$ cat config.mk
export PLATFORM = sky130hd
export DESIGN_NAME = tli_ctrl
export DESIGN_NICKNAME = d
export VERILOG_FILES = /design/src/sv/tli_pkg.sv /design/src/sv/tli_ctrl.sv
export SDC_FILE = /design/constraint.sdc
export NUM_CORES = 1
export LEC_CHECK = 0
export ABC_AREA = 1
export BUFFER_PORTS_ARGS = -buffer_cell sky130_fd_sc_hd__buf_2
export CELL_PAD_IN_SITES_DETAIL_PLACEMENT = 2
export CELL_PAD_IN_SITES_GLOBAL_PLACEMENT = 2
export CORE_MARGIN = 5
export CORE_UTILIZATION = 26
export CTS_CLUSTER_DIAMETER = 80
export DETAILED_ROUTE_END_ITERATION = 10
export HOLD_SLACK_MARGIN = 0.12
export MAX_ROUTING_LAYER = met4
export PLACE_DENSITY_LB_ADDON = 0.1
export SKIP_LAST_GASP = 1
export SLEW_MARGIN = 20
export SYNTH_ARGS = -nofsm -noshare
export SYNTH_HDL_FRONTEND = slang
export SYNTH_SLANG_ARGS = --single-unit
$ cat constraint.sdc
create_clock -name clk -period 2.44 [get_ports clk]
set_clock_uncertainty 0.1 [all_clocks]
set_input_delay 0.488 -clock clk [delete_from_list [all_inputs] [get_ports clk]]
set_output_delay 0.488 -clock clk [all_outputs]
set_load 0.01 [all_outputs]
$ cat src/sv/tli_pkg.sv
// ----------------------------------------------------------------------------
// Table linear interpolator package
// Shared sizes, command codes and the controller/datapath interface types.
// ----------------------------------------------------------------------------
package tli_pkg;

  localparam int TABLE_DEPTH = 64;
  localparam int ADDR_W      = $clog2(TABLE_DEPTH);
  localparam int CNT_W       = 7;
  localparam int DATA_W      = 32;
  localparam int FRAC_BITS   = 16;

  // Dividend is |q - x0| scaled by 2^16, so the quotient is 48 bits wide.
  localparam int DIV_STEPS   = DATA_W + FRAC_BITS;
  localparam int DIVC_W      = $clog2(DIV_STEPS);

  localparam int IN_W        = 104;
  localparam int OUT_W       = 80;

  localparam logic [CNT_W-1:0] COUNT_RESET = CNT_W'(64);
  localparam logic [CNT_W-1:0] COUNT_LIMIT = CNT_W'(TABLE_DEPTH);

  localparam logic CMD_LOAD  = 1'b0;
  localparam logic CMD_QUERY = 1'b1;

  typedef struct packed {
    logic              wr_en;
    logic              start;
    logic [ADDR_W-1:0] rd_addr;
    logic              seg_load;
    logic [ADDR_W-1:0] seg_idx;
    logic              lo_load;
    logic              hi_load;
    logic              div_step;
    logic              frac_load;
    logic              mul_load;
    logic              shift_load;
    logic              sum_load;
    logic              out_load;
  } tli_cmd_t;

  typedef struct packed {
    logic hit;
    logic den_zero;
  } tli_stat_t;

endpackage

$ cat src/sv/tli_ctrl.sv
// ----------------------------------------------------------------------------
// Table linear interpolator controller
// Sequences loads, the breakpoint scan, the divider and the output register.
// ----------------------------------------------------------------------------
module tli_ctrl
  import tli_pkg::*;
(
  input  logic             clk,
  input  logic             rst,
  input  logic             in_valid,
  input  logic             in_command,
  output logic             in_ready,
  output logic             out_valid,
  input  logic             out_ready,
  input  logic             cfg_we,
  input  logic [CNT_W-1:0] cfg_wdata,
  input  tli_stat_t        stat,
  output tli_cmd_t         cmd
);

  localparam logic [3:0] S_IDLE     = 4'd0;
  localparam logic [3:0] S_SCAN     = 4'd1;
  localparam logic [3:0] S_FETCH_LO = 4'd2;
  localparam logic [3:0] S_FETCH_HI = 4'd3;
  localparam logic [3:0] S_DIV      = 4'd4;
  localparam logic [3:0] S_FRAC     = 4'd5;
  localparam logic [3:0] S_MUL      = 4'd6;
  localparam logic [3:0] S_SHIFT    = 4'd7;
  localparam logic [3:0] S_SUM      = 4'd8;
  localparam logic [3:0] S_RESULT   = 4'd9;

  logic [3:0]        state, state_next;
  logic [ADDR_W-1:0] idx, idx_next;
  logic [DIVC_W-1:0] divc, divc_next;
  logic [CNT_W-1:0]  point_count;
  logic [CNT_W-1:0]  count_lim;
  logic              out_valid_next;

  assign count_lim = (point_count > COUNT_LIMIT) ? COUNT_LIMIT : point_count;
  assign in_ready  = (state == S_IDLE);

  always_comb begin
    state_next = state;
    idx_next   = idx;
    divc_next  = divc;
    cmd        = '0;
    cmd.rd_addr = idx;
    cmd.seg_idx = idx;
    case (state)
      S_IDLE: begin
        cmd.rd_addr = ADDR_W'(1);
        if (in_valid) begin
          if (in_command == CMD_LOAD) begin
            cmd.wr_en = 1'b1;
          end else begin
            cmd.start  = 1'b1;
            idx_next   = ADDR_W'(1);
            state_next = (count_lim < CNT_W'(2)) ? S_RESULT : S_SCAN;
          end
        end
      end
      S_SCAN: begin
        if (stat.hit) begin
          cmd.seg_load = 1'b1;
          cmd.rd_addr  = idx - ADDR_W'(1);
          state_next   = S_FETCH_LO;
        end else if (({1'b0, idx} + CNT_W'(1)) >= count_lim) begin
          state_next = S_RESULT;
        end else begin
          idx_next    = idx + ADDR_W'(1);
          cmd.rd_addr = idx + ADDR_W'(1);
        end
      end
      S_FETCH_LO: begin
        cmd.lo_load = 1'b1;
        state_next  = S_FETCH_HI;
      end
      S_FETCH_HI: begin
        cmd.hi_load = 1'b1;
        divc_next   = DIVC_W'(DIV_STEPS - 1);
        state_next  = stat.den_zero ? S_RESULT : S_DIV;
      end
      S_DIV: begin
        cmd.div_step = 1'b1;
        if (divc == '0) begin
          state_next = S_FRAC;
        end else begin
          divc_next = divc - DIVC_W'(1);
        end
      end
      S_FRAC: begin
        cmd.frac_load = 1'b1;
        state_next    = S_MUL;
      end
      S_MUL: begin
        cmd.mul_load = 1'b1;
        state_next   = S_SHIFT;
      end
      S_SHIFT: begin
        cmd.shift_load = 1'b1;
        state_next     = S_SUM;
      end
      S_SUM: begin
        cmd.sum_load = 1'b1;
        state_next   = S_RESULT;
      end
      S_RESULT: begin
        // Wait here only while an earlier result is still unclaimed.
        if (!out_valid || out_ready) begin
          cmd.out_load = 1'b1;
          state_next   = S_IDLE;
        end
      end
      default: begin
        state_next = S_IDLE;
      end
    endcase
  end

  always_comb begin
    out_valid_next = out_valid;
    if (cmd.out_load) begin
      out_valid_next = 1'b1;
    end else if (out_ready) begin
      out_valid_next = 1'b0;
    end
  end

  always_ff @(posedge clk) begin
    if (rst) begin
      state       <= S_IDLE;
      idx         <= '0;
      divc        <= '0;
      out_valid   <= 1'b0;
      point_count <= COUNT_RESET;
    end else begin
      state     <= state_next;
      idx       <= idx_next;
      divc      <= divc_next;
      out_valid <= out_valid_next;
      if (cfg_we) begin
        point_count <= cfg_wdata;
      end
    end
  end

`ifndef SYNTH
  a_scan_in_range: assert property (@(posedge clk) disable iff (rst)
    (state == S_SCAN) |-> (idx != '0 && {1'b0, idx} < count_lim))
    else $error("scan index outside the table range in use");

  a_result_slot_free: assert property (@(posedge clk) disable iff (rst)
    cmd.out_load |-> (!out_valid || out_ready))
    else $error("result overwrote an unclaimed result");

  a_div_to_frac: assert property (@(posedge clk) disable iff (rst)
    (state == S_DIV && divc == '0) |=> (state == S_FRAC))
    else $error("divider did not hand over after its last step");

  a_query_leaves_idle: assert property (@(posedge clk) disable iff (rst)
    (in_valid && in_ready && in_command == CMD_QUERY) |=> (state != S_IDLE))
    else $error("query transfer did not start a query");
`endif

endmodule

; ---- Yosys cells after proc, flatten, opt, wreduce, memory -nomap -nowiden
; Index checks and enable logic that the tools add are counted.
; Widths: inputs -> output; s select.
[op_classes]
order_cmp = 3
add_sub_neg = 4
n_eq_ne = 16
bitwise = 0
n_mul = 0
n_reduce_logical = 10
muxes = 36
shifts = 0
div_mod_pow = 0
[ops]
columns = cell, n
row1 = $pmux 4 s10, 1
row2 = $mux 6, 6
row3 = $pmux 6 s2, 3
row4 = $mux 4, 8
row5 = $eq 4x3->1 const B, 4
row6 = $mux 1, 15
row7 = $ne 2x2->1 const B, 6
row8 = $sub 6x1->6 const B, 2
row9 = $eq 4x2->1 const B, 2
row10 = $eq 4x4->1 const B, 2
row11 = $add 6x1->7 const B, 1
row12 = $ge 7x7->1, 1
row13 = $gt 7x7->1 const B, 1
row14 = $lt 7x2->1 const B, 1
row15 = $mux 7, 1
row16 = $add 6x1->6 const B, 1
row17 = $logic_not 6->1, 1
row18 = $reduce_bool 2->1, 3
row19 = $reduce_and 5->1, 1
row20 = $eq 4x1->1 const B, 1
row21 = $logic_not 4->1, 1
row22 = $mux 2, 2
row23 = $reduce_and 4->1, 1
row24 = $ne 3x3->1 const B, 1
row25 = other kinds (3), 3
[totals]
regBits = 24
ram_bits = 0
latch_bits = 0
out_inout_bits = 25
rom_bits = 0
n_memories = 0
input_bits = 15

; ---- Depth between registers and ports, before layout
[logic_depth]
depth_word = 7
mapped_depth = 17

; ---- Worst setup path before layout
; OpenSTA, ideal clock, no wires.
[synth_timing]
path_kind = register to output
start = reg idx[0]
end = out cmd[18] in the netlist's numbering
required_ns = 1.852
slack_ns = -0.397
stages_incl_launch_ff = 13
t_arrival_ns = 2.249
path_buffers = 0
path_cell_list = dfxtp_1 ha_1 nand4_1 nand2_1 inv_1 ha_1 nand2_1 nand2_1 a21oi_4 nand3_1 nand2_1 nand3_1 a21oi_1
[synth_lines]
columns = item, line_no
row1 = from (decl), tli_ctrl.sv:33  ; logic [ADDR_W-1:0] idx, idx_next;
row2 = from (signal assigned), tli_ctrl.sv:138  ; idx <= idx_next;
row3 = to (decl), tli_ctrl.sv:18  ; output tli_cmd_t cmd

==> out/qor.csv <==
stage,metric,value,unit
outcome,run_status,"complete, but fails checks",
synthesis,ys_ff_latch,24,
placement,numPlacedInstances,472,
cells_and_area,finish.net_count,409,
setup_path,setup.worst_path.start_class,register,
cells_and_area,antenna-diode-count,0,
timing,post-route-period-util,126,%
routing,route.detailed.drc,0,
routing,drt_first_iter_violations,62,
routing,avgViaCountPerCell,4.66,
grt,gr-max-usage-layer,met2,
setup_path,critPathRequiredTime,1850,ps
timing,period_minus_slack,3080,ps
timing,finalHoldViolCount,0,
synthesis,syn_inst,301,
synthesis,postSynthNetCount,327,
floorplan,floorplan.die.height,96.0,um
synthesis,synthFlopType,sky130_fd_sc_hd__dfxtp_1,
setup_path,worst-endpoint-arrival,2490,ps
synthesis,synth-async-reset-ratio,0,%
routing,drtAntennaViolNets,0,
setup_path,path_class,register to output pin,
synthesis,yosysTopAreaCellShare,25.0,%
cts,clk_pin_slew_worst_paths,100,ps
cts,numClockSinks,24,
grt,met1_usage,20.9,%
timing,finalMaxSlewViolations,0,
hold_path,min_to,point_count[6],
timing,finalSetupViolCount,6,
cells_and_area,areaGrowthSynthToFinish,46.7,%
synthesis,post_synthesis_cell_type_count,33,
synthesis,synthesis.area,1920,um^2
placement,place_congestion,0.833,
floorplan,initial_utilization,26.7,%
cells_and_area,drive_gt1_share,40.6,%
grt,via_count_of_the_first_global_routing_pass,2477,
timing,post-route-worst-setup-slack,-641,ps
synthesis,synth_enable_flop_cells,0,
setup_path,timing.rr.start,idx[1],
placement,half_perimeter_wire_length_after_placement,5.49,mm
grt,grt_antenna_before_repair,0,
placement,portBuffers,39,
synthesis,synth.yosys.seq_area_share,25.0,%
timing,grt_setup_unrepaired,yes,
routing,drtPass1Iterations,2,
synthesis,ys_top_cells_by_area,"sky130_fd_sc_hd__dfxtp_1 (25%), sky130_fd_sc_hd__nand2_1 (13%), sky130_fd_sc_hd__inv_1 (8.8%), sky130_fd_sc_hd__ha_1 (7.2%), sky130_fd_sc_hd__nand3_1 (6.8%)",
grt,grtUsageTotal,17.3,%
cts,cts_tree,yes,
grt,global_route.usage.met2,31.6,%
floorplan,pin_count,40,
hold_path,hp-start,cfg_wdata[6],
routing,wirelength,7.29,mm
cts,clk_root_buffer_cell,sky130_fd_sc_hd__clkbuf_8,
hold_path,hold-path-cell-count,3,
routing,total_via_count_in_the_routed_design,2241,
timing,fin_tns_setup,-3730,ps
synthesis,synth_area_leader_cell,sky130_fd_sc_hd__dfxtp_1,
hold_path,classification_of_the_worst_slack_hold_path,primary input to register,
timing,clock.fmax,325,MHz
floorplan,placementRows,31,
floorplan,core_area,7210,um^2
setup_path,worst-r2r-setup-slack,70,ps
grt,grt_overflow_total,0,
timing,actual_slew_at_the_worst_max_slew_pin,452,ps
setup_path,end_kind,output pin,
power,cellPowerDensity,710,nW/um^2
cells_and_area,layout.cells.non_filler,481,
grt,wire_length_of_the_first_global_routing_pass,12.2,mm
floorplan,die_extent_in_x,96.0,um
setup_path,worst_reg_to_reg_cells,12,
outcome,violations,negative setup slack,
cells_and_area,layout.core_utilization,39.1,%
timing,holdWs,330,ps
power,static-leakage-power,1.41,nW
cts,clock_path_buffers,2,
power,vdd.ir_drop.worst,0.276,mV
setup_path,path_max_fanout,6,
synthesis,ys.warnings.count,0,
cts,clock_insertion_delay_worst_skew,280,ps
cts,clock_tree.htree_level_count,1,
timing,worst_slew_margin_rel,69.6,%
floorplan,fp.dieArea,9220,um^2
job,max_cap_viol_count,0,
cts,cts_inserted_buffers,3,
setup_path,r2r-end,idx[3],
synthesis,syn_area_per_cell,6.39,um^2
placement,place_worst_setup_slack,-337,ps
grt,met3_usage,1.88,%
grt,maximum_number_of_pins_on_one_net_before_global_route_repair,16,
routing,drt-wirelength-per-cell,15.2,um
==> per-stage QoR <==
step	total power, W	area (um^2)
final	0.00200	2820
after global routing	0.00218	2820
after CTS	0.00200	2790
after detailed placement	0.00157	2590
after global placement	0.00154	2590
after floorplan	0.00120	2020
==> cell usage in the layout, fill, tap and decap left out, types with 6 or more instances in the layout <==
master,n
sky130_fd_sc_hd__nand2_1,57
sky130_fd_sc_hd__inv_1,41
sky130_fd_sc_hd__buf_4,40
sky130_fd_sc_hd__buf_2,39
sky130_fd_sc_hd__nor2_1,26
sky130_fd_sc_hd__a21oi_1,19
sky130_fd_sc_hd__dfxtp_1,19
sky130_fd_sc_hd__nand3_1,18
sky130_fd_sc_hd__nand2_2,14
sky130_fd_sc_hd__o21ai_0,14
sky130_fd_sc_hd__inv_2,10
sky130_fd_sc_hd__nand4_1,10
sky130_fd_sc_hd__a21oi_2,7
sky130_fd_sc_hd__ha_1,7
sky130_fd_sc_hd__nor3_1,6
sky130_fd_sc_hd__nand3_2,6
==> flip-flops by register name (all words and copies together) (netlist names) <==
register / cells
point_count: 7
divc: 6
out_valid: 1
state: 4
idx: 6
==> final cells by class <==
class	count	area, um^2
Fill cell	891	4390
Multi-Input combinational cell	218	1410
Timing Repair Buffer	81	518
Sequential cell	24	494
Inverter	55	210
Tap cell	99	124
Clock buffer	3	41.3
Clock inverter	1	30.0
==> layer usage <==
layer,routed length (um),part of all wire (%),up-vias
met2,3850,53,21
li1,-,-,1134
met4,38,0.52,0
met5,0,0,-
met3,119,1.6,2
met1,3280,45,1084
==> worst max path at each step <==
stage | from | end | slack [ps] | depth (start not counted)
2_1_floorplan | idx[3] | cmd[16] | -50 | 14
3_3_place_gp | idx[1] | cmd[19] | -280 | 12
3_5_place_dp | idx[1] | cmd[19] | -340 | 12
4_1_cts | idx[1] | cmd[19] | -540 | 12
5_1_grt | point_count[2] | cmd[20] | -790 | 15
6_report | idx[1] | cmd[20] | -640 | 12
==> repair_timing <==
item,in CTS,in global routing
setup buffers,5,0
gates resized for setup,21,11
hold buffers,0,0
setup endpoints to repair,6,10
pin swaps,19,4
==> critical path: stages, from the launching register on <==
cell	delay, ps
sky130_fd_sc_hd__dfxtp_4	390
sky130_fd_sc_hd__ha_4	190
sky130_fd_sc_hd__xnor2_4	180
sky130_fd_sc_hd__inv_2	70
sky130_fd_sc_hd__ha_4	250
sky130_fd_sc_hd__a21oi_1	260
sky130_fd_sc_hd__nand2_2	140
sky130_fd_sc_hd__nand2_4	130
sky130_fd_sc_hd__nand3_4	130
sky130_fd_sc_hd__nand2_1	110
sky130_fd_sc_hd__nand3_2	90
sky130_fd_sc_hd__a21oi_2	140
sky130_fd_sc_hd__buf_2	130
==> report_power, final <==
group | switching (W) | internal [W] | total (W)
combinational | 0.000683 | 0.000447 | 0.00113
sequential | 0.0000604 | 0.000437 | 0.000497
clock | 0.000158 | 0.000220 | 0.000378
==> kinds of logic after synthesis <==
family / synth area share (%)
AO/OA/AOI/OAI: 13.6
XOR/XNOR: 2.28
adder cells (fa/ha/maj): 7.15
buffers and inverters: 11.9
flip-flops: 25.0
AND/OR/NAND/NOR: 40.1
==> cell usage after synthesis (3+ instances only) <==
cell / n
sky130_fd_sc_hd__nand2_2: 3
sky130_fd_sc_hd__nor2_4: 3
sky130_fd_sc_hd__inv_2: 7
sky130_fd_sc_hd__nand3_1: 26
sky130_fd_sc_hd__nor2_1: 29
sky130_fd_sc_hd__o21ai_0: 14
sky130_fd_sc_hd__nand4_1: 10
sky130_fd_sc_hd__inv_1: 45
sky130_fd_sc_hd__dfxtp_1: 24
sky130_fd_sc_hd__ha_1: 11
sky130_fd_sc_hd__a21oi_1: 22
sky130_fd_sc_hd__a21oi_2: 4
sky130_fd_sc_hd__nor3_1: 6
sky130_fd_sc_hd__nand2_1: 69
sky130_fd_sc_hd__nand2_4: 3
sky130_fd_sc_hd__xor2_1: 4
(Power assumes the default switching activity.)
